===== config.mk =====
export PLATFORM = sky130hd
export DESIGN_NAME = whr_front
export DESIGN_NICKNAME = d
export VERILOG_FILES = /design/src/rtl/whr_pkg.sv /design/src/rtl/whr_front.sv
export SDC_FILE = /design/constraint.sdc
export NUM_CORES = 2
export LEC_CHECK = 0
export ABC_AREA = 1
export BUFFER_PORTS_ARGS = -buffer_cell sky130_fd_sc_hd__buf_4
export CAP_MARGIN = 10
export CORE_UTILIZATION = 24
export CTS_CLUSTER_SIZE = 24
export DETAILED_ROUTE_END_ITERATION = 10
export SYNTH_ARGS = -nofsm -noshare
export SYNTH_HDL_FRONTEND = slang
export SYNTH_SLANG_ARGS = --single-unit

===== constraint.sdc =====
create_clock -name clk -period 13 [get_ports clk]
set_clock_uncertainty 0.15 [all_clocks]
set_input_delay 0 -clock clk [delete_from_list [all_inputs] [get_ports clk]]
set_output_delay 0 -clock clk [all_outputs]
set_load 0.01 [all_outputs]

===== src/rtl/whr_pkg.sv =====
// Shared types and constants for the weighted temperature histogram.
// No dependencies; used by the front, back and top modules of the block.
`default_nettype none

package whr_pkg;

    // Default table geometry
    localparam int DEF_NUM_BINS  = 64;
    localparam int DEF_NUM_SLOTS = 32;

    // Field widths
    localparam int SLOT_IN_W = 5;
    localparam int TEMP_W    = 16;
    localparam int VOL_W     = 32;
    localparam int DENS_W    = 24;
    localparam int FRAC_W    = 16;
    localparam int RBIN_W    = 6;
    localparam int BIN_OUT_W = 6;
    localparam int SUM_W     = 63;
    localparam int PROD_W    = VOL_W + DENS_W;      // volume times density
    localparam int MASS_W    = 40;                  // scaled mass increment

    // Stream widths
    localparam int S_TDATA_W = 104;
    localparam int M_TDATA_W = 136;

    // Configuration port
    localparam int CFG_IDX_W  = 1;
    localparam int CFG_DATA_W = 16;

    // Depth of the queue between front and back
    localparam int FIFO_DEPTH = 4;

    // Request kinds
    typedef enum logic {
        OP_ACCUM = 1'b0,
        OP_READ  = 1'b1
    } op_t;

    // Configuration register indexes
    typedef enum logic [CFG_IDX_W-1:0] {
        REG_TEMP_MIN  = 1'b0,
        REG_BIN_WIDTH = 1'b1
    } cfg_reg_t;

    localparam logic [TEMP_W-1:0] TEMP_MIN_RST  = 16'd20800;
    localparam logic [TEMP_W-1:0] BIN_WIDTH_RST = 16'd160;

    localparam logic [SUM_W-1:0] SUM_MAX = {SUM_W{1'b1}};

endpackage

`default_nettype wire


===== src/rtl/whr_front.sv =====
// Front of the histogram: config registers, request capture, bin divider
// and mass product. Depends on whr_pkg; feeds commands into whr_fifo.
`default_nettype none

module whr_front #(
    parameter int NUM_BINS  = whr_pkg::DEF_NUM_BINS,
    parameter int NUM_SLOTS = whr_pkg::DEF_NUM_SLOTS,
    parameter int CMD_W     = 8
) (
    input  wire logic                             clk,
    input  wire logic                             rst_n,
    // configuration writes
    input  wire logic                             cfg_we,
    input  wire logic [whr_pkg::CFG_IDX_W-1:0]    cfg_index,
    input  wire logic [whr_pkg::CFG_DATA_W-1:0]   cfg_data,
    // incoming requests
    input  wire logic                             in_valid,
    output logic                                  in_ready,
    input  wire whr_pkg::op_t                     in_op,
    input  wire logic [whr_pkg::SLOT_IN_W-1:0]    in_slot,
    input  wire logic [whr_pkg::TEMP_W-1:0]       in_temp,
    input  wire logic [whr_pkg::VOL_W-1:0]        in_vol,
    input  wire logic [whr_pkg::DENS_W-1:0]       in_dens,
    input  wire logic [whr_pkg::FRAC_W-1:0]       in_frac,
    input  wire logic [whr_pkg::RBIN_W-1:0]       in_rbin,
    // back status and queue
    input  wire logic                             clearing,
    input  wire logic                             q_full,
    output logic                                  q_push,
    output logic      [CMD_W-1:0]                 q_data
);

    localparam int BIN_W     = (NUM_BINS > 1) ? $clog2(NUM_BINS) : 1;
    localparam int SLOT_W    = (NUM_SLOTS > 1) ? $clog2(NUM_SLOTS) : 1;
    localparam int ADDR_W    = $clog2(NUM_SLOTS * NUM_BINS);
    localparam int WORK_CYC  = (BIN_W > 2) ? BIN_W : 2;
    localparam int CNT_W     = $clog2(WORK_CYC + 1);
    localparam int DIV_START = WORK_CYC - BIN_W;
    localparam int DSR_W     = whr_pkg::TEMP_W + BIN_W;
    localparam int SLOT_TBL  = 2 ** whr_pkg::SLOT_IN_W;
    localparam int LO_W      = 32;
    localparam int LOP_W     = LO_W + whr_pkg::FRAC_W;

    localparam logic [BIN_W-1:0] BIN_LAST = BIN_W'(NUM_BINS - 1);

    typedef enum logic [1:0] {
        F_IDLE,
        F_WORK,
        F_PUSH
    } front_state_t;

    front_state_t state_reg;
    logic [CNT_W-1:0] cnt_reg;

    logic [whr_pkg::TEMP_W-1:0] temp_min_reg;
    logic [whr_pkg::TEMP_W-1:0] bin_width_reg;

    // captured request
    whr_pkg::op_t               op_reg;
    logic [SLOT_W-1:0]          slot_reg;
    logic [whr_pkg::VOL_W-1:0]  vol_reg;
    logic [whr_pkg::DENS_W-1:0] dens_reg;
    logic [whr_pkg::FRAC_W-1:0] frac_reg;
    logic [BIN_W-1:0]           rbin_reg;
    logic                       under_reg;

    // divider
    logic [whr_pkg::TEMP_W-1:0] rem_reg;
    logic [DSR_W-1:0]           dsr_reg;
    logic [BIN_W-1:0]           quo_reg;

    // mass product
    logic [whr_pkg::PROD_W-1:0] prod_reg;
    logic [whr_pkg::MASS_W-1:0] phi_reg;
    logic [whr_pkg::FRAC_W-1:0] plo_reg;
    logic [LOP_W-1:0]           lo_prod;

    logic [SLOT_W-1:0]          slot_tbl [SLOT_TBL];
    logic                       accept;
    logic                       push_ok;
    logic                       div_step;
    logic                       div_ge;
    logic [whr_pkg::TEMP_W-1:0] w_eff;
    logic [BIN_W-1:0]           rbin_clamp;
    logic [BIN_W-1:0]           bin_acc;
    logic [BIN_W-1:0]           bin_sel;
    logic [ADDR_W-1:0]          addr;
    logic [whr_pkg::MASS_W-1:0] mass;

    // slot wraps modulo the number of slots: small constant table
    for (genvar gi = 0; gi < SLOT_TBL; gi++)
    begin : g_slot_tbl
        localparam int SLOT_MOD = gi % NUM_SLOTS;
        assign slot_tbl[gi] = SLOT_W'(SLOT_MOD);
    end

    // Handshake: take a new request when idle or while the last one leaves, never while clearing
    assign push_ok  = (state_reg == F_PUSH) && !q_full;
    assign in_ready = !clearing && ((state_reg == F_IDLE) || push_ok);
    assign accept   = in_valid && in_ready;
    assign q_push   = push_ok;

    assign w_eff      = (bin_width_reg == '0) ? whr_pkg::TEMP_W'(1) : bin_width_reg;
    assign rbin_clamp = (32'(in_rbin) > 32'(NUM_BINS - 1)) ? BIN_LAST : BIN_W'(in_rbin);

    // Restoring divider, one quotient bit per cycle at the start of the work state
    assign div_step = (state_reg == F_WORK) && (cnt_reg > CNT_W'(DIV_START));
    assign div_ge   = DSR_W'(rem_reg) >= dsr_reg;

    // Configuration registers
    always_ff @(posedge clk or negedge rst_n)
    begin
        if (!rst_n)
        begin
            temp_min_reg  <= whr_pkg::TEMP_MIN_RST;
            bin_width_reg <= whr_pkg::BIN_WIDTH_RST;
        end
        else if (cfg_we)
        begin
            case (whr_pkg::cfg_reg_t'(cfg_index))
                whr_pkg::REG_TEMP_MIN:  temp_min_reg  <= cfg_data;
                whr_pkg::REG_BIN_WIDTH: bin_width_reg <= cfg_data;
                default: ;
            endcase
        end
    end

    // Sequencer
    always_ff @(posedge clk or negedge rst_n)
    begin
        if (!rst_n)
        begin
            state_reg <= F_IDLE;
            cnt_reg   <= '0;
        end
        else if (accept)
        begin
            state_reg <= (in_op == whr_pkg::OP_ACCUM) ? F_WORK : F_PUSH;
            cnt_reg   <= CNT_W'(WORK_CYC);
        end
        else
        begin
            case (state_reg)
                F_WORK:
                begin
                    cnt_reg <= cnt_reg - 1'b1;
                    if (cnt_reg == CNT_W'(1))
                    begin
                        state_reg <= F_PUSH;
                    end
                end
                F_PUSH:
                begin
                    if (push_ok)
                    begin
                        state_reg <= F_IDLE;
                    end
                end
                default: ;
            endcase
        end
    end

    // Request capture and divider datapath
    always_ff @(posedge clk)
    begin
        if (accept)
        begin
            op_reg    <= in_op;
            slot_reg  <= slot_tbl[in_slot];
            vol_reg   <= in_vol;
            dens_reg  <= in_dens;
            frac_reg  <= in_frac;
            rbin_reg  <= rbin_clamp;
            under_reg <= in_temp < temp_min_reg;
            rem_reg   <= in_temp - temp_min_reg;
            dsr_reg   <= DSR_W'(w_eff) << (BIN_W - 1);
            quo_reg   <= '0;
        end
        else if (div_step)
        begin
            if (div_ge)
            begin
                rem_reg <= rem_reg - dsr_reg[whr_pkg::TEMP_W-1:0];
            end
            dsr_reg <= dsr_reg >> 1;
            quo_reg <= BIN_W'({quo_reg, div_ge});
        end
    end

    // Mass product: volume*density, then split against the fraction
    assign lo_prod = LOP_W'(prod_reg[LO_W-1:0]) * LOP_W'(frac_reg);

    always_ff @(posedge clk)
    begin
        prod_reg <= whr_pkg::PROD_W'(vol_reg) * whr_pkg::PROD_W'(dens_reg);
        phi_reg  <= whr_pkg::MASS_W'(prod_reg[whr_pkg::PROD_W-1:LO_W]) *
                    whr_pkg::MASS_W'(frac_reg);
        plo_reg  <= lo_prod[LOP_W-1:LO_W];
    end

    // Command assembly: clamp the bin, form the table address
    assign bin_acc = under_reg ? '0 : ((quo_reg > BIN_LAST) ? BIN_LAST : quo_reg);
    assign bin_sel = (op_reg == whr_pkg::OP_READ) ? rbin_reg : bin_acc;
    assign addr    = ADDR_W'(slot_reg) * ADDR_W'(NUM_BINS) + ADDR_W'(bin_sel);
    assign mass    = phi_reg + whr_pkg::MASS_W'(plo_reg);
    assign q_data  = {op_reg, addr, whr_pkg::BIN_OUT_W'(bin_sel), vol_reg, mass};

    a_bin_in_range: assert property (@(posedge clk) disable iff (!rst_n)
        q_push |-> bin_sel <= BIN_LAST)
        else $error("bin past the last bin leaves the front");

endmodule

`default_nettype wire


; ---- Yosys cells after proc, flatten, opt, wreduce, memory -nomap -nowiden
; Index checks and enable logic that the tools add are counted.
[classes]
multipliers = 3
eq_ne = 5
mux = 7
addsub = 2
n_reduce_logical = 10
[op_table]
columns = op, count
row1 = $mul A32 B24 Y56, 1
row2 = $mul A32 B16 Y40, 1
row3 = $mul A24 B16 Y8, 1
row4 = $add A8 B8 Y8, 1
row5 = $mux W2, 4
row6 = $mux W3, 2
row7 = $pmux W2 S2, 1
row8 = $eq A3 B1 Y1 const B, 1
row9 = $logic_and A1 B1 Y1, 3
row10 = $ne A3 B2 Y1 const B, 1
row11 = $ne A3 B3 Y1 const B, 1
row12 = $reduce_and A3 Y1, 1
row13 = $reduce_bool A3 Y1, 1
row14 = $sub A3 B1 Y3 const B, 1
row15 = $eq A2 B1 Y1 const B, 1
row16 = $eq A2 B2 Y1 const B, 1
row17 = $logic_not A1 Y1, 2
row18 = $logic_not A2 Y1, 1
row19 = $reduce_bool A2 Y1, 1
row20 = $logic_or A1 B1 Y1, 1
[totals]
elab_cells = 35
reg_bits = 149
inputBits = 123
out_inout_bits = 10

; ---- Logic depth before layout (Yosys ltp)
[logic_depth]
word_depth = 7
ltp_mapped = 29
depth_no_buf = 27

; ---- Worst setup path before layout
; No wires, ideal clock.
[synth_path]
path_type = reg2reg
startpoint = register dens_reg[10] (netlist name)
endpoint = register prod_reg[29] (netlist name)
path_slack_ps = 6903
t_arrival_ps = 5875
period_less_slack_ps = 6097
path_stages_with_launch = 26
setup_ps = 72
path_cell_list = edfxtp_1 -> clkbuf_1 -> buf_1 -> nand2_1 -> fa_1 -> fa_1 -> inv_1 -> fa_1 -> inv_1 -> fa_1 -> inv_1 -> fa_1 -> fa_1 -> inv_1 -> fa_1 -> inv_1 -> ha_1 -> nand2_1 -> nor2_1 -> inv_1 -> nor2_4 -> nand4_1 -> nand3_1 -> nand2_1 -> nand2_1 -> xor2_1
[synth_via]
elab_chain_cells = 1
[synth_lines]
columns = element, line
row1 = start: declaration, whr_front.sv:62  ; logic [whr_pkg::DENS_W-1:0] dens_reg;
row2 = start signal: assignment, whr_front.sv:172  ; dens_reg <= in_dens;
row3 = $mul A32 B24 Y56, whr_front.sv:196  ; prod_reg <= whr_pkg::PROD_W'(vol_reg) * whr_pkg::PROD_W'(dens_reg);
row4 = end signal: assignment, whr_front.sv:196
row5 = end: declaration, whr_front.sv:73  ; logic [whr_pkg::PROD_W-1:0] prod_reg;
; No other way between the ends.
; A chain may end at the register's enable or synchronous reset.

; ---- Worst setup path in the final report
[layout_path]
startpoint = register vol_reg[5] (netlist name)
endpoint = register prod_reg[36] (netlist name)
[layout_via]
elab_chain_cells = 1
[layout_lines]
columns = element, line
row1 = start: declaration, whr_front.sv:61  ; logic [whr_pkg::VOL_W-1:0] vol_reg;
row2 = start signal: assignment, whr_front.sv:171  ; vol_reg <= in_vol;
row3 = $mul A32 B24 Y56, whr_front.sv:196
; No other way between the ends.

==> impl_metrics.json <==
{
  "core_area_um2": 166800,
  "final_max_slew_viol_count": 0,
  "number_of_buffers_added_for_setup_after_cts": 0,
  "reg_clk_slew_reported_paths_ns": 0.08,
  "max-cap-violations": 0,
  "clock_tree.buffer_depth": 2,
  "yosys.area_share.adder_pct": 53.72,
  "yosys_warnings": 0,
  "finalSetupViolations": 0,
  "depth_of_the_worst_hold_timing_path": 2,
  "post_route_antenna_net_violation_count": 0,
  "detail_route.wirelength_um": 109000,
  "clk_root_buffer_cell": "sky130_fd_sc_hd__clkbuf_16",
  "io_pins": 133,
  "finalNetCount": 6358,
  "maxClockFrequency_mhz": 141.4,
  "timing.rr.start": "vol_reg[5]",
  "place.port_buffers": 87,
  "timing.critical_path.arrival_ns": 7.30,
  "groute.usage.overall_pct": 13.51,
  "h-tree-depth": 4,
  "grt_first_pass_wirelength_um": 180700,
  "rsz0062_at_grt": "false",
  "worstHoldEndpoint": "vol_reg[26]",
  "violated_checks": "DRC",
  "first_global_vias": 34170,
  "post_route_cells_drive_above_1_share_pct": 3.953,
  "postSynthCellCount": 5070,
  "largest_net_degree_at_the_start_of_global_routing": 47,
  "critPathLaunchType": "flip-flop",
  "grt_total_ovfl": 0,
  "rr_worst_depth": 21,
  "critical_path.endpoint_type": "flip-flop",
  "async_reset_ff_share_pct": 3.759,
  "n_antenna_cell": 0,
  "detailroute.via_count": 30730,
  "antenna_found_initial": 2,
  "timing.reg2reg.setup_slack_ns": 5.93,
  "multi_input_comb_area_um2": 29850,
  "top_usage_layer": "met2",
  "worst_hold_start": "in_vol[26]",
  "gr-usage-met3_pct": 2.463,
  "finalCritPeriodShare_pct": 54.40,
  "synth_compound_gate_area_share_pct": 2.723,
  "post_cts_resized": 0,
  "n_fill_cell": 17990,
  "ys_seq_area_share_pct": 8.458,
  "synth_top_family_by_area": "adder cells",
  "run_status": "finished, violations left",
  "flow.area_growth_from_synthesis_pct": 10.53,
  "initial_core_util_pct": 24.15,
  "postLayoutSetupSlackWorst_ns": 5.929,
  "syn-num-nets": 6356,
  "ys_seq_elements": 133,
  "period_minus_slack_ns": 7.072,
  "timing.critical_path.required_ns": 13.23,
  "post-route-drc-count": 1,
  "syn-mean-instance-area_um2": 7.948,
  "cts_tree": "yes",
  "path_max_fanout": 24,
  "drt_pre_antenna_iters": 11,
  "relSlewSlack_pct": 12.80,
  "area.sequential_um2": 3408,
  "hpwlAfterDp_um": 83030,
  "cts_sinks": 133,
  "r2r-end": "prod_reg[36]",
  "drt-initial-drc-count": 1676,
  "insertion_delay_ns": 0.52,
  "criticalPathCategory": "flip-flop to flip-flop",
  "min-delay-path-class": "input pin to flip-flop",
  "timing_worst_slew_pin_value_ns": 1.308,
  "fin_tns_setup_ns": 0,
  "muxShareOfSynthArea_pct": 0,
  "gr-usage-met2_pct": 23.26,
  "synth-edff-count": 72,
  "synth-xor-area-share_pct": 1.782,
  "number_of_buffers_inserted_during_clock_tree_synthesis": 17,
  "die-area_um2": 169600,
  "mappedNetlistArea_um2": 40300,
  "largest_register_ff_count": 40,
  "dp_worst_setup_slack_ns": 6.007,
  "placement_rows": 150,
  "post_synth_and_or_nand_nor_area_fraction_pct": 15.86,
  "die_h_um": 411.8,
  "synth_ff_type": "sky130_fd_sc_hd__edfxtp_1",
  "routabilityCongestion": 0.9249,
  "via_per_inst": 4.216,
  "wl_per_cell_um": 14.95,
  "hold_violation_count_in_the_final_report": 0,
  "grtUsageMet1_pct": 17.11,
  "yosysUniqueCellTypes": 51,
  "die_w_um": 411.8
}
[Yosys cell counts, types with 2 or more instances]
master	number	share of area, %
sky130_fd_sc_hd__nand3_2	3	0.075
sky130_fd_sc_hd__dfxtp_1	56	2.8
sky130_fd_sc_hd__nor3_1	12	0.15
sky130_fd_sc_hd__fa_1	945	47
sky130_fd_sc_hd__xor2_1	47	1.0
sky130_fd_sc_hd__o21a_1	2	0.037
sky130_fd_sc_hd__buf_2	16	0.20
sky130_fd_sc_hd__o21bai_1	5	0.093
sky130_fd_sc_hd__buf_4	6	0.11
sky130_fd_sc_hd__a21o_1	14	0.26
sky130_fd_sc_hd__o211ai_2	2	0.062
sky130_fd_sc_hd__o221ai_1	2	0.043
sky130_fd_sc_hd__and3_1	2	0.031
sky130_fd_sc_hd__a211oi_1	3	0.056
sky130_fd_sc_hd__a21oi_2	2	0.043
sky130_fd_sc_hd__a21boi_0	3	0.056
sky130_fd_sc_hd__a21oi_1	81	1.0
sky130_fd_sc_hd__nor4_1	5	0.078
sky130_fd_sc_hd__edfxtp_1	72	5.4
sky130_fd_sc_hd__nor2_2	3	0.047
sky130_fd_sc_hd__a31oi_1	14	0.22
sky130_fd_sc_hd__xnor2_1	35	0.76
sky130_fd_sc_hd__nand2_1	1417	13
sky130_fd_sc_hd__o211ai_1	2	0.037
sky130_fd_sc_hd__nand4_1	15	0.23
sky130_fd_sc_hd__nand3b_1	3	0.056
sky130_fd_sc_hd__nor2_1	111	1.0
sky130_fd_sc_hd__inv_1	1626	15
sky130_fd_sc_hd__clkbuf_2	2	0.025
sky130_fd_sc_hd__nand3_1	56	0.70
sky130_fd_sc_hd__dfrtp_1	5	0.31
sky130_fd_sc_hd__ha_1	218	6.8
sky130_fd_sc_hd__buf_1	20	0.19
sky130_fd_sc_hd__clkbuf_1	192	1.8
sky130_fd_sc_hd__o21ai_0	45	0.56
sky130_fd_sc_hd__o21ai_1	3	0.037
sky130_fd_sc_hd__nand2_2	11	0.17
[per-layer routing]
metal / vias to the layer above / wire [um]
met1: 15530 / 45280
li1: 14030 / -
met5: - / 0
met3: 194 / 7383
met4: 0 / 2856
met2: 974 / 53490
[critical path: stages (launching register included)]
cell and delay (ns):
sky130_fd_sc_hd__edfxtp_1 1.22, sky130_fd_sc_hd__nand2_1 0.18, sky130_fd_sc_hd__fa_1 0.55, sky130_fd_sc_hd__inv_1 0.05
sky130_fd_sc_hd__fa_1 0.49, sky130_fd_sc_hd__inv_1 0.05, sky130_fd_sc_hd__fa_1 0.53, sky130_fd_sc_hd__inv_1 0.05
sky130_fd_sc_hd__fa_1 0.50, sky130_fd_sc_hd__fa_1 0.43, sky130_fd_sc_hd__fa_1 0.49, sky130_fd_sc_hd__inv_1 0.05
sky130_fd_sc_hd__fa_1 0.47, sky130_fd_sc_hd__inv_1 0.04, sky130_fd_sc_hd__ha_1 0.46, sky130_fd_sc_hd__nand2_1 0.17
sky130_fd_sc_hd__o21ai_0 0.32, sky130_fd_sc_hd__nand2_1 0.11, sky130_fd_sc_hd__nand2_1 0.10, sky130_fd_sc_hd__a21oi_1 0.07
sky130_fd_sc_hd__nand2_1 0.11, sky130_fd_sc_hd__xor2_1 0.32
[kinds of logic after synthesis]
family | Yosys count
simple gates | 1642
xor+xnor | 82
buf+inv | 1863
fa+ha+maj | 1163
flops | 133
compound gates | 187
[placed cells by master (no fill, tap or decap), drive strengths merged, types with 2 or more instances in the layout]
cell type | netlist | routed
nor4 | 6 | 6
nand3b | 3 | 3
a211oi | 3 | 3
a21o | 14 | 14
clkinv | 0 | 5
ha | 218 | 218
buf | 42 | 139
o21ai | 49 | 49
o211ai | 4 | 4
fa | 945 | 945
o221ai | 2 | 2
xnor2 | 35 | 35
nand4 | 15 | 15
a21boi | 4 | 4
inv | 1627 | 1635
dfrtp | 5 | 5
and3 | 2 | 2
dfxtp | 56 | 56
nand3 | 59 | 59
xor2 | 47 | 47
o21a | 2 | 2
nor2 | 115 | 115
dlygate4sd3 | 0 | 80
nand2 | 1428 | 1428
clkbuf | 194 | 18
o21bai | 6 | 6
nor3 | 12 | 12
a21oi | 84 | 84
edfxtp | 72 | 72
a31oi | 14 | 14
[through the flow]
| stage | utilization, % | cell area, um2 | cells | hold WS (ns) |
|---|---|---|---|---|
| 3_3_place_gp | 25.87 | 43170 | 7177 | -0.3437 |
| 6_report | 26.70 | 44540 | 7289 | 0.04203 |
| 5_1_grt | 26.70 | 44540 | 7289 | 0.01942 |
| 4_1_cts | 26.70 | 44540 | 7289 | 0.004173 |
| 2_1_floorplan | - | 40300 | 5070 | -0.4456 |
| 3_5_place_dp | 25.87 | 43170 | 7177 | -0.3432 |
[cell type report]
class / count / share of cell area, %
Tap cell: 2204 / 6.191
Clock buffer: 18 / 0.9860
Multi-Input combinational cell: 3074 / 67.02
Sequential cell: 133 / 7.652
Inverter: 1627 / 13.72
Clock inverter: 14 / 0.2950
Timing Repair Buffer: 219 / 4.141
[worst max path at each step]
stage | start | endpoint | slack, ns | cells after the start
after floorplan | dens_reg[10] | prod_reg[29] | 6.90 | 25
after global placement | vol_reg[22] | prod_reg[33] | 6.08 | 21
after detailed placement | vol_reg[5] | prod_reg[36] | 6.01 | 21
after CTS | vol_reg[5] | prod_reg[36] | 5.98 | 21
after global routing | vol_reg[5] | prod_reg[31] | 5.71 | 22
final | vol_reg[5] | prod_reg[36] | 5.93 | 21
[repair_timing]
action                                  4_1_cts  5_1_grt
endpoints found under the setup margin        0        0
endpoints found under the hold margin        82        0
hold buffers                                 80        0
Power is not shown: default switching activity piles up to over one toggle a cycle in this logic, so the estimate is an artifact.
