## src/rtl/whr_fifo.sv

```systemverilog
// Small register queue between the front and back of the histogram.
// Depends on nothing; DEPTH must be a power of two, two or more.
`default_nettype none

module whr_fifo #(
    parameter int WIDTH = 8,
    parameter int DEPTH = 4
) (
    input  wire logic             clk,
    input  wire logic             rst_n,
    input  wire logic             push,
    input  wire logic [WIDTH-1:0] push_data,
    output logic                  full,
    input  wire logic             pop,
    output logic      [WIDTH-1:0] pop_data,
    output logic                  empty
);

    localparam int PTR_W = $clog2(DEPTH);

    logic [WIDTH-1:0] mem_reg [DEPTH];
    logic [PTR_W:0]   wr_ptr_reg;
    logic [PTR_W:0]   rd_ptr_reg;

    // Pointers carry one wrap bit to tell full from empty
    always_ff @(posedge clk or negedge rst_n)
    begin
        if (!rst_n)
        begin
            wr_ptr_reg <= '0;
            rd_ptr_reg <= '0;
        end
        else
        begin
            if (push)
            begin
                wr_ptr_reg <= wr_ptr_reg + 1'b1;
            end
            if (pop)
            begin
                rd_ptr_reg <= rd_ptr_reg + 1'b1;
            end
        end
    end

    // Entry storage
    always_ff @(posedge clk)
    begin
        if (push)
        begin
            mem_reg[wr_ptr_reg[PTR_W-1:0]] <= push_data;
        end
    end

    assign empty    = (wr_ptr_reg == rd_ptr_reg);
    assign full     = (wr_ptr_reg[PTR_W] != rd_ptr_reg[PTR_W]) &&
                      (wr_ptr_reg[PTR_W-1:0] == rd_ptr_reg[PTR_W-1:0]);
    assign pop_data = mem_reg[rd_ptr_reg[PTR_W-1:0]];

    // Users must never overrun or underrun the queue
    a_no_overflow: assert property (@(posedge clk) disable iff (!rst_n) push |-> !full)
        else $error("queue push while full");
    a_no_underflow: assert property (@(posedge clk) disable iff (!rst_n) pop |-> !empty)
        else $error("queue pop while empty");

endmodule

`default_nettype wire

```

## config.mk

```make
export PLATFORM = sky130hd
export DESIGN_NAME = whr_fifo
export DESIGN_NICKNAME = d
export VERILOG_FILES = /design/src/rtl/whr_fifo.sv
export SDC_FILE = /design/constraint.sdc
export NUM_CORES = 1
export LEC_CHECK = 0
export BUFFER_PORTS_ARGS = -buffer_cell sky130_fd_sc_hd__buf_4
export CAP_MARGIN = 20
export CORE_MARGIN = 2
export CORE_UTILIZATION = 59
export DETAILED_ROUTE_END_ITERATION = 10
export PLACE_DENSITY = 0.81
export SLEW_MARGIN = 15
export SYNTH_ARGS = -nofsm -noshare
export SYNTH_HDL_FRONTEND = slang
export SYNTH_SLANG_ARGS = --single-unit
```

## constraint.sdc

```tcl
create_clock -name clk -period 2 [get_ports clk]
set_input_delay 0.4 -clock clk [delete_from_list [all_inputs] [get_ports clk]]
set_output_delay 0.4 -clock clk [all_outputs]
set_load 0.02 [all_outputs]
```

* Word level (Yosys, flattened, before mapping)
Memory sizes are Yosys's and may differ from the RTL's. Index checks and enable logic that the tools add are counted.
Word-level totals: logic and storage cells 11, memories 1, output and inout bits 10, input bits 12, bits in writable memories 32, register bits 6
Operators by class: add/sub/neg operators 2, reductions and logical operators 1, eq/ne operators 3, mux-type cells 2
Memories:
- mem_reg | words 4, bits a word 8, rd ports 1, clocked after memory_dff 0, write ports 1, line 21 | logic [WIDTH-1:0] mem_reg [DEPTH];
Operators by type and width (count):
- $add 3x1->3 const B | 2
- $eq 3x3->1 | 1
- $eq 2x2->1 | 1
- $mux 1 | 2
- $logic_and 1x1->1 | 1
- $ne 1x1->1 | 1

* Depth between registers and ports, before layout
Gate-level depths: netlist (run 1).
depth in word-level cells 2, gate-level depth with buffers 4, mapped depth without buffers 4

* Worst setup path after synthesis (run 1)
No wires, ideal clock.
kind flip-flop to output port, from reg rd_ptr_reg[1], to out empty, buffers on the path 1, arrival time 1.255 ns, slack 0.345 ns, required time 1.600 ns, cell stages (with the launch flop) 4, path through dfrtp_1 -> buf_2 -> xor2_1 -> nor3b_1
Between the ends: cells in the longest elaborated chain, start to end 1
Ends and longest elaborated chain:
- start, declared | line 23 | logic [PTR_W:0] rd_ptr_reg;
- start signal, assigned | line 41 | rd_ptr_reg <= rd_ptr_reg + 1'b1;
- $eq 3x3->1 | line 55 | assign empty = (wr_ptr_reg == rd_ptr_reg);
- end, declared | line 16 | output logic empty
No other way between the ends.

* Worst setup path after layout (run 1)
from reg rd_ptr_reg[0], to out pop_data[7]
Between the ends: cells in the longest elaborated chain, start to end 1
Ends and longest elaborated chain:
- $mem_v2 4x8
- end, declared | line 15 | output logic [WIDTH-1:0] pop_data,
No other way between the ends.

==> results of run 1 <==
-- timing repair --
action                                  in CTS  in global routing
endpoints found under the setup margin       2                  9
endpoints found under the hold margin        6                  0
setup buffers                                0                  1
gates resized for setup                      1                 10
hold buffers                                 1                  0
-- layout by cell type (no fill, tap or decap) --
master,instances
nor3b_1,1
dfrtp_1,5
ha_1,5
buf_6,10
mux2_2,1
clkbuf_4,5
nor3_1,1
dlygate4sd3_1,1
mux4_2,8
xnor2_1,2
clkbuf_8,1
buf_4,14
nand2_1,2
clkinvlp_4,1
and2_1,4
dfrtp_2,1
inv_1,2
xor2_1,5
edfxtp_1,32
o21ai_0,1
clkinv_2,1
-- worst max-delay path, stage by stage (launching register included) --
cell	delay, ns
dfrtp_1	0.41
buf_6	0.15
mux4_2	0.52
buf_6	0.15
-- cells by family (layout without fill, tap and decap cells) --
group	Yosys count	in the layout	share of synthesized area
buf+inv	4	35	0.0158
flops	38	38	0.741
compound gates	1	1	0.00333
fa+ha+maj	5	5	0.0417
simple gates	8	8	0.0300
xor+xnor	7	7	0.0409
mux	9	9	0.128
-- stage by stage --
step | cell area [sq um] | hold WS [ns] | setup WS, ns | power, mW
3_3_place_gp | 1690 | 0.210 | 0.412 | 2.17
5_1_grt | 1810 | 0.237 | -0.0355 | 2.87
4_1_cts | 1770 | 0.236 | -0.00138 | 2.62
3_5_place_dp | 1690 | 0.211 | 0.399 | 2.20
6_report | 1810 | 0.241 | 0.0235 | 2.70
2_1_floorplan | 1500 | 0.104 | 0.345 | 1.85
-- routing by layer --
| metal | vias to the layer above | routed length (um) | global-route usage | share of wire |
|---|---|---|---|---|
| met5 | - | 0 | 0 | 0 |
| met4 | 0 | 53 | 0.0875 | 0.023 |
| met3 | 4 | 108 | 0.0738 | 0.047 |
| met2 | 19 | 1190 | 0.301 | 0.51 |
| li1 | 338 | - | - | - |
| met1 | 363 | 963 | 0.248 | 0.42 |
-- path summary, 6_finish.rpt --
path / startpoint / to / slack, ns / depth (start not counted)
max: rd_ptr_reg[0] / pop_data[7] / 0.02 / 3
min: pop / rd_ptr_reg[0] / 0.24 / 2
max reg2reg: wr_ptr_reg[0] / mem_reg[2][7] / 0.55 / 3
min reg2reg: rd_ptr_reg[2] / rd_ptr_reg[2] / 0.50 / 1
max in group asynchronous: rst_n / rd_ptr_reg[1] / 1.49 / 2
min in group asynchronous: rst_n / wr_ptr_reg[1] / 0.39 / 2
-- power by group through the flow --
stage	registers (mW)	clock network (mW)	logic, mW
global route	1.21	0.453	1.21
detailed placement	1.20	0	0.999
CTS	1.19	0.425	1.00
floorplan	1.14	0	0.708
finish	1.19	0.412	1.10
global placement	1.19	0	0.986
-- area by class of cell --
| class | count | area share |
|---|---|---|
| sequential | 38 | 0.613 |
| inverter | 2 | 0.00414 |
| multi-input combinational | 30 | 0.201 |
| tap | 30 | 0.0207 |
| timing repair buffer | 25 | 0.126 |
| clock buffer | 6 | 0.0283 |
| clock inverter | 2 | 0.00690 |
==> qor.yml, run 1 <==
outcome:
  status: "finished clean"
yosys:
  yosysSeqAreaShare: 0.741
  synth.distinct_cells: 15
  avgSynthCellArea_sq_um: 20.8
  synth_common_cells: "32 x edfxtp_1, 8 x mux4_2, 6 x dfrtp_1, 5 x ha_1, 5 x xor2_1"
  synthesis.nets: 89
  synthArstFlopShare: 0.158
  netlist_area_sq_um: 1500
  synth.area.top_cells: "edfxtp_1 64%, mux4_2 12%, dfrtp_1 10%, ha_1 4.2%, xor2_1 2.9%"
  netlist.area_leader.share: 0.641
  ys_warn_count: 0
  syn_inst: 72
  yosys.area.top_type: "edfxtp_1"
  yosys_most_used_dff: "edfxtp_1"
  synth-edff-count: 32
  yosysMostFrequentCell: "edfxtp_1"
  ys_ff_latch: 38
worst_setup_path:
  critPathLaunchType: "register"
  end_kind: "primary output"
  critPathKind: "register to primary output"
  crit_required_ns: 1.60
  arrival_ns: 1.58
  cp_max_fo: 6
final_layout:
  utilization: 0.746
  multi_input_area_sq_um: 365
  stdcell_count: 133
  drive_gt1_frac: 0.408
  syn2layout_area_growth_pct: 20.9
  insertedDiodeCount: 0
  layout.area.seq_sq_um: 1110
  final_nets: 119
  n_fill_cell: 155
  largest_reg_flops: 32
timing:
  slew_violations: 0
  fin_skew_ns: 0.00935
  rsz0062_at_grt: "yes"
  min_period_over_period: 0.988
  setup-violations-final: 0
  timing.fmax_mhz: 506
  min_period_ns: 1.98
  slew_headroom: 0.683
  hold_viol_final: 0
  max_slew.worst_pin.slew_ns: 0.476
  tns_ns: 0
place:
  dp_cells: 123
  portBuffers: 21
  dp_hpwl_mm: 1.63
  gp_congestion: 0.707
grt:
  grt_start_max_net_pins: 13
  antenna_found_initial: 0
  track_usage: 0.195
  overflow: 0
  grt_pass1_vias: 724
  grt_pass1_wl_mm: 3.64
floorplan:
  die_x_um: 54.4
  core_area_sq_um: 2430
  initial_core_util: 0.617
  rows: 18
  dieArea_sq_um: 2960
  dieHeight_um: 54.4
  io_pins: 22
power_and_ir_drop:
  power_density_nw_per_um2: 1490
  pwr-share-clk: 0.153
  p_int_mw: 1.81
  power_frac_comb: 0.406
  pwr-share-seq: 0.441
  p_sw_frac: 0.331
  ir_worst_vdd_mv: 1.05
  switchingPower_mw: 0.893
  p_leak_nw: 0.680
drt:
  via_per_inst: 5.44
  drt_iter0_markers: 11
  drc: 0
  drt-pass1-iter-count: 3
  num_vias: 724
  wl_mm: 2.31
  wl_per_cell_um: 17.4
  ant_nets: 0
cts:
  root_buffer: "clkbuf_4"
  clock_latency_ns: 0.34
  htree_levels: 2
  path_clk_slew_ns: 0.11
  cts_tree: "yes"
  numCtsBuffers: 5
  cts_buffer_depth: 2
  cts_sinks: 38
worst_hold_path:
  hold_class: "input port to register"
flow_run:
  maxCapViolCount: 0
No activity file was read; power rests on OpenSTA's default activity.
==> inputs of run 2 (changes only) <==
- ABC_AREA: unset -> 1
- CORE_UTILIZATION: 59 -> 60
- PLACE_DENSITY: 0.81 -> 0.82
==> qor.yml, run 2 <==
worst_setup_path:
  cp_max_fo: 35  # was 6
  critPathLaunchType: "register"  # unchanged
  end_kind: "primary output"  # unchanged
  arrival_ns: 1.40  # was 1.58 ns
  reg2reg_to: "mem_reg[3][3]"  # was mem_reg[2][7]
  r2r_cells: 3  # unchanged
  r2r_slack_ns: 0.61  # was 0.55 ns
  r2r-start: "wr_ptr_reg[0]"  # unchanged
  critPathKind: "register to primary output"  # unchanged
  crit_required_ns: 1.60  # about the same
floorplan:
  io_pins: 22  # unchanged
  die_x_um: 56.5  # was 54.4 um
  dieHeight_um: 56.5  # was 54.4 um
  initial_core_util: 0.615  # was 0.617
  rows: 19  # was 18
  dieArea_sq_um: 3190  # was 2960 sq um
  core_area_sq_um: 2690  # was 2430 sq um
worst_hold_path:
  hold_path_end: "mem_reg[1][4]"  # was rd_ptr_reg[0]
  hold-path-cell-count: 1  # was 2
  hold_class: "input port to register"  # unchanged
  hp-start: "push_data[4]"  # was pop
drt:
  wl_per_cell_um: 13.7  # was 17.4 um
  ant_nets: 0  # unchanged
  drc: 0  # unchanged
  drt-pass1-iter-count: 4  # was 3
  drt_iter0_markers: 22  # was 11
  via_per_inst: 5.15  # was 5.44
  num_vias: 984  # was 724
  wl_mm: 2.62  # was 2.31 mm
timing:
  slew_violations: 0  # unchanged
  timing.fmax_mhz: 556  # was 506 MHz
  tns_ns: 0  # unchanged
  hold_viol_final: 0  # unchanged
  rsz0062_at_grt: "no"  # was yes
  min_period_ns: 1.80  # was 1.98 ns
  slew_headroom: 0.719  # was 0.683
  hold_ws_ns: 0.265  # was 0.241 ns
  fin_ws_ns: 0.201  # was 0.0235 ns
  setup-violations-final: 0  # unchanged
  fin_skew_ns: 0.0118  # was 0.00935 ns
  min_period_over_period: 0.900  # was 0.988
  max_slew.worst_pin.slew_ns: 0.422  # was 0.476 ns
yosys:
  yosys_most_used_dff: "edfxtp_1"  # unchanged
  synth_common_cells: "35 x nand2_1, 32 x edfxtp_1, 24 x inv_1, 16 x o211ai_1, 6 x dfrtp_1"  # was 32 x edfxtp_1, 8 x mux4_2, 6 x dfrtp_1, 5 x ha_1, 5 x xor2_1
  yosysMostFrequentCell: "nand2_1"  # was edfxtp_1
  avgSynthCellArea_sq_um: 12.2  # was 20.8 sq um
  syn_inst: 135  # was 72
  synth-edff-count: 32  # unchanged
  synth.distinct_cells: 13  # was 15
  synth.area.top_cells: "edfxtp_1 58%, dfrtp_1 9.1%, nand2_1 7.9%, o211ai_1 7.3%, inv_1 5.5%"  # was edfxtp_1 64%, mux4_2 12%, dfrtp_1 10%, ha_1 4.2%, xor2_1 2.9%
  yosys.area.top_type: "edfxtp_1"  # unchanged
  ys_warn_count: 0  # unchanged
  synthesis.nets: 152  # was 89
  synthArstFlopShare: 0.158  # unchanged
  ys_ff_latch: 38  # unchanged
  yosysSeqAreaShare: 0.672  # was 0.741
  netlist_area_sq_um: 1650  # was 1500 sq um
  netlist.area_leader.share: 0.581  # was 0.641
grt:
  grt_pass1_vias: 944  # was 724
  grt_start_max_net_pins: 36  # was 13
  grt-busiest-layer: "met2"  # unchanged
  track_usage: 0.184  # was 0.195
  use_met3: 0.0415  # was 0.0738
  use_met2: 0.304  # was 0.301
  antenna_found_initial: 0  # unchanged
  gr-usage-met1: 0.228  # was 0.248
  grt_pass1_wl_mm: 4.25  # was 3.64 mm
  overflow: 0  # unchanged
final_layout:
  fin_area_sq_um: 1860  # was 1810 sq um
  n_fill_cell: 189  # was 155
  insertedDiodeCount: 0  # unchanged
  final_common_cell: "nand2_1"  # was edfxtp_1
  largest_reg_flops: 32  # unchanged
  syn2layout_area_growth_pct: 12.6  # was 20.9%
  stdcell_count: 191  # was 133
  final_cell_mix: "35 x nand2_1, 32 x edfxtp_1, 24 x inv_1"  # was 32 x edfxtp_1, 14 x buf_4, 10 x buf_6
  final_nets: 176  # was 119
  utilization: 0.693  # was 0.746
  drive_gt1_frac: 0.188  # was 0.408
cts:
  htree_levels: 2  # unchanged
  root_buffer: "clkbuf_4"  # unchanged
  path_clk_slew_ns: 0.11  # about the same
  cts_sinks: 38  # unchanged
  numCtsBuffers: 5  # unchanged
  clock_latency_ns: 0.33  # was 0.34 ns
  cts_tree: "yes"  # unchanged
  cts_buffer_depth: 2  # unchanged
  post_cts_buffers: 0  # unchanged
power_and_ir_drop:
  p_leak_nw: 0.820  # was 0.680 nW
  ir_worst_vdd_mv: 0.929  # was 1.05 mV
  power_mw: 2.68  # was 2.70 mW
  power_density_nw_per_um2: 1440  # was 1490 nW/um^2
place:
  dp_cells: 182  # was 123
  dp_worst_setup_slack_ns: 0.481  # was 0.399 ns
  portBuffers: 21  # unchanged
  gp_congestion: 0.722  # was 0.707
  dp_hpwl_mm: 1.83  # was 1.63 mm
  place_area_sq_um: 1800  # was 1690 sq um
flow_run:
  maxCapViolCount: 0  # unchanged
outcome:
  status: "finished clean"  # unchanged
==> run 2: area by class of cell <==
class	count	area [sq um]	area share
clock inverter	2	8.76	0.00471
clock buffer	6	41.3	0.0222
sequential	38	1110	0.598
multi-input combinational	66	384	0.206
inverter	25	96.3	0.0518
tap	31	38.8	0.0208
timing repair buffer	23	179	0.0962
==> run 2: what timing repair did <==
action,CTS,global route
hold buffers,1,0
hold endpoints to repair,6,0
gates resized for setup,0,2
endpoints found under the setup margin,0,1
==> run 2: layer usage <==
| metal | up-vias | part of all wire | wire length, um |
|---|---|---|---|
| met4 | 0 | 0.017 | 45 |
| met3 | 5 | 0.029 | 76 |
| met5 | - | 0 | 0 |
| met1 | 465 | 0.44 | 1150 |
| li1 | 494 | - | - |
| met2 | 20 | 0.52 | 1350 |
==> run 2: how the worst max path moves through the flow <==
stage          slack, ns    end           from  cells after the start
4_1_cts             0.11  empty  rd_ptr_reg[1]                      6
3_5_place_dp        0.48  empty  rd_ptr_reg[1]                      6
6_report            0.20  empty  rd_ptr_reg[0]                      5
3_3_place_gp        0.51   full  rd_ptr_reg[1]                      6
2_1_floorplan       0.58  empty  rd_ptr_reg[1]                      6
5_1_grt             0.05  empty  rd_ptr_reg[0]                      5
==> run 2: logic make-up (layout without fill, tap and decap cells) <==
logic type | after synthesis | after routing | synth area share
flops | 38 | 38 | 0.672
simple gates | 37 | 37 | 0.0840
buf+inv | 31 | 56 | 0.0954
compound gates | 18 | 18 | 0.0787
xor+xnor | 6 | 6 | 0.0318
fa+ha+maj | 5 | 5 | 0.0379
==> run 2: critical path, stage by stage, from the launching register on <==
cell,delay (ns)
dfrtp_1,0.36
buf_6,0.25
xnor2_1,0.15
nand2_1,0.08
nor2_1,0.09
buf_4,0.14
==> run 2: report_power, final <==
group / internal (mW) / leakage (nW) / total [mW] / switching (mW)
Combinational: 0.454 / 0.427 / 1.15 / 0.695
Sequential: 1.06 / 0.364 / 1.18 / 0.124
Clock: 0.132 / 0.0297 / 0.353 / 0.220
Total: 1.64 / 0.820 / 2.68 / 1.04
==> inputs of run 3 (changes only) <==
- REMOVE_ABC_BUFFERS: unset -> 1
==> qor.yml, run 3 (same netlist as run 2, synthesis figures left out) <==
power_and_ir_drop:
  p_leak_nw: 0.818  # was 0.820 nW
  ir_worst_vdd_mv: 1.22  # was 0.929 mV
  p_sw_frac: 0.395  # was 0.387
  pwr-share-seq: 0.433  # was 0.441
  power_frac_comb: 0.425  # was 0.428
  p_int_mw: 1.64  # about the same
  switchingPower_mw: 1.07  # was 1.04 mW
  power_density_nw_per_um2: 1460  # was 1440 nW/um^2
  pwr-share-clk: 0.142  # was 0.131
worst_setup_path:
  cp_max_fo: 35  # unchanged
  arrival_ns: 1.48  # was 1.40 ns
  crit_required_ns: 1.60  # about the same
  critPathLaunchType: "register"  # unchanged
  critPathKind: "register to primary output"  # unchanged
  end_kind: "primary output"  # unchanged
timing:
  hold_viol_final: 0  # unchanged
  hold_ws_ns: 0.246  # was 0.265 ns
  slew_violations: 0  # unchanged
  min_period_ns: 1.88  # was 1.80 ns
  min_period_over_period: 0.939  # was 0.900
  tns_ns: 0  # unchanged
  timing.fmax_mhz: 533  # was 556 MHz
  setup-violations-final: 0  # unchanged
  slew_headroom: 0.738  # was 0.719
  fin_skew_ns: 0.00286  # was 0.0118 ns
  rsz0062_at_grt: "no"  # unchanged
  max_slew.worst_pin.slew_ns: 0.393  # was 0.422 ns
grt:
  gr-usage-met1: 0.196  # was 0.228
  use_met3: 0.0783  # was 0.0415
  grt_pass1_wl_mm: 4.08  # was 4.25 mm
  overflow: 0  # unchanged
  grt-busiest-layer: "met2"  # unchanged
  grt_pass1_vias: 910  # was 944
  track_usage: 0.179  # was 0.184
  grt_start_max_net_pins: 36  # unchanged
  antenna_found_initial: 0  # unchanged
  use_met2: 0.299  # was 0.304
cts:
  path_clk_slew_ns: 0.11  # about the same
  cts_buffer_depth: 2  # unchanged
  root_buffer: "clkbuf_4"  # unchanged
  cts_tree: "yes"  # unchanged
  htree_levels: 2  # unchanged
  clock_latency_ns: 0.34  # was 0.33 ns
  cts_sinks: 38  # unchanged
  post_cts_buffers: 0  # unchanged
  numCtsBuffers: 5  # unchanged
drt:
  wl_per_cell_um: 13.6  # was 13.7 um
  num_vias: 951  # was 984
  ant_nets: 0  # unchanged
  drt_iter0_markers: 27  # was 22
  drc: 0  # unchanged
  drt-pass1-iter-count: 4  # unchanged
  via_per_inst: 4.98  # was 5.15
  wl_mm: 2.60  # was 2.62 mm
final_layout:
  fin_area_sq_um: 1860  # unchanged
  syn2layout_area_growth_pct: 12.6  # unchanged
  insertedDiodeCount: 0  # unchanged
  drive_gt1_frac: 0.194  # was 0.188
  final_cell_mix: "35 x nand2_1, 32 x edfxtp_1, 24 x inv_1"  # unchanged
  utilization: 0.693  # unchanged
  final_nets: 176  # unchanged
  largest_reg_flops: 32  # unchanged
  n_fill_cell: 194  # was 189
  final_common_cell: "nand2_1"  # unchanged
  stdcell_count: 191  # unchanged
floorplan:
  dieHeight_um: 56.5  # unchanged
  rows: 19  # unchanged
  initial_core_util: 0.615  # unchanged
  dieArea_sq_um: 3190  # unchanged
  io_pins: 22  # unchanged
  core_area_sq_um: 2690  # unchanged
  die_x_um: 56.5  # unchanged
worst_hold_path:
  hold_class: "input port to register"  # unchanged
place:
  dp_hpwl_mm: 1.72  # was 1.83 mm
  gp_congestion: 0.680  # was 0.722
  dp_cells: 182  # unchanged
  portBuffers: 21  # unchanged
  place_area_sq_um: 1800  # unchanged
outcome:
  status: "finished clean"  # unchanged
flow_run:
  maxCapViolCount: 0  # unchanged
## run 3: changes by cell type in the layout (fill, tap and decap cells not counted)
cell / previous run / this run
buf_4: 21 / 22
buf_6: 1 / 0
clkbuf_1: 1 / 0
clkinvlp_4: 0 / 1
## run 3: metal layers
layer,vias to the layer above,share of wire
met5,-,0
li1,495,-
met1,429,0.43
met4,0,0.018
met2,22,0.50
met3,5,0.050
## run 3: final cells by class
cell class	instances	area, sq um	area share
Clock buffer	5	37.5	0.0202
Multi-Input combinational cell	66	384	0.206
Inverter	25	96.3	0.0518
Timing Repair Buffer	23	175	0.0941
Tap cell	31	38.8	0.0208
Clock inverter	3	16.3	0.00874
Sequential cell	38	1110	0.598
## run 3: power by group through the flow
stage | combinational (mW) | sequential [mW] | clock (mW)
finish | 1.15 | 1.17 | 0.385
global route | 1.28 | 1.19 | 0.421
CTS | 1.15 | 1.17 | 0.386
detailed placement | 1.15 | 1.19 | 0
global placement | 1.11 | 1.18 | 0
floorplan | 0.675 | 1.23 | 0
## run 3: path summary, 6_finish.rpt
| kind | startpoint | end | slack (ns) | depth (start not counted) |
|---|---|---|---|---|
| min in group asynchronous | rst_n | wr_ptr_reg[0] | 0.40 | 2 |
| setup / recovery | rd_ptr_reg[0] | empty | 0.12 | 5 |
| hold reg to reg | wr_ptr_reg[2] | wr_ptr_reg[2] | 0.50 | 1 |
| max in group asynchronous | rst_n | rd_ptr_reg[1] | 1.48 | 2 |
| hold / removal | push_data[5] | mem_reg[1][5] | 0.25 | 1 |
| setup reg to reg | wr_ptr_reg[1] | mem_reg[1][7] | 0.58 | 4 |
## run 3: timing repair
action                     in CTS  in global routing
hold buffers                    1                  0
gates resized for setup         0                  1
hold endpoints to repair        6                  0
setup endpoints to repair       0                  2
## run 3: worst max-delay path, stage by stage, from the launching register on
cell and delay, ns:
dfrtp_1 0.34, buf_4 0.31, xnor2_1 0.16, nand2_1 0.08, nor2_1 0.10, buf_4 0.15
## run 3: metrics by stage
stage	setup slack, ns	power [mW]
after global routing	0.00725	2.89
after floorplan	0.216	1.90
after detailed placement	0.466	2.34
final	0.123	2.71
after CTS	0.0768	2.71
after global placement	0.512	2.29
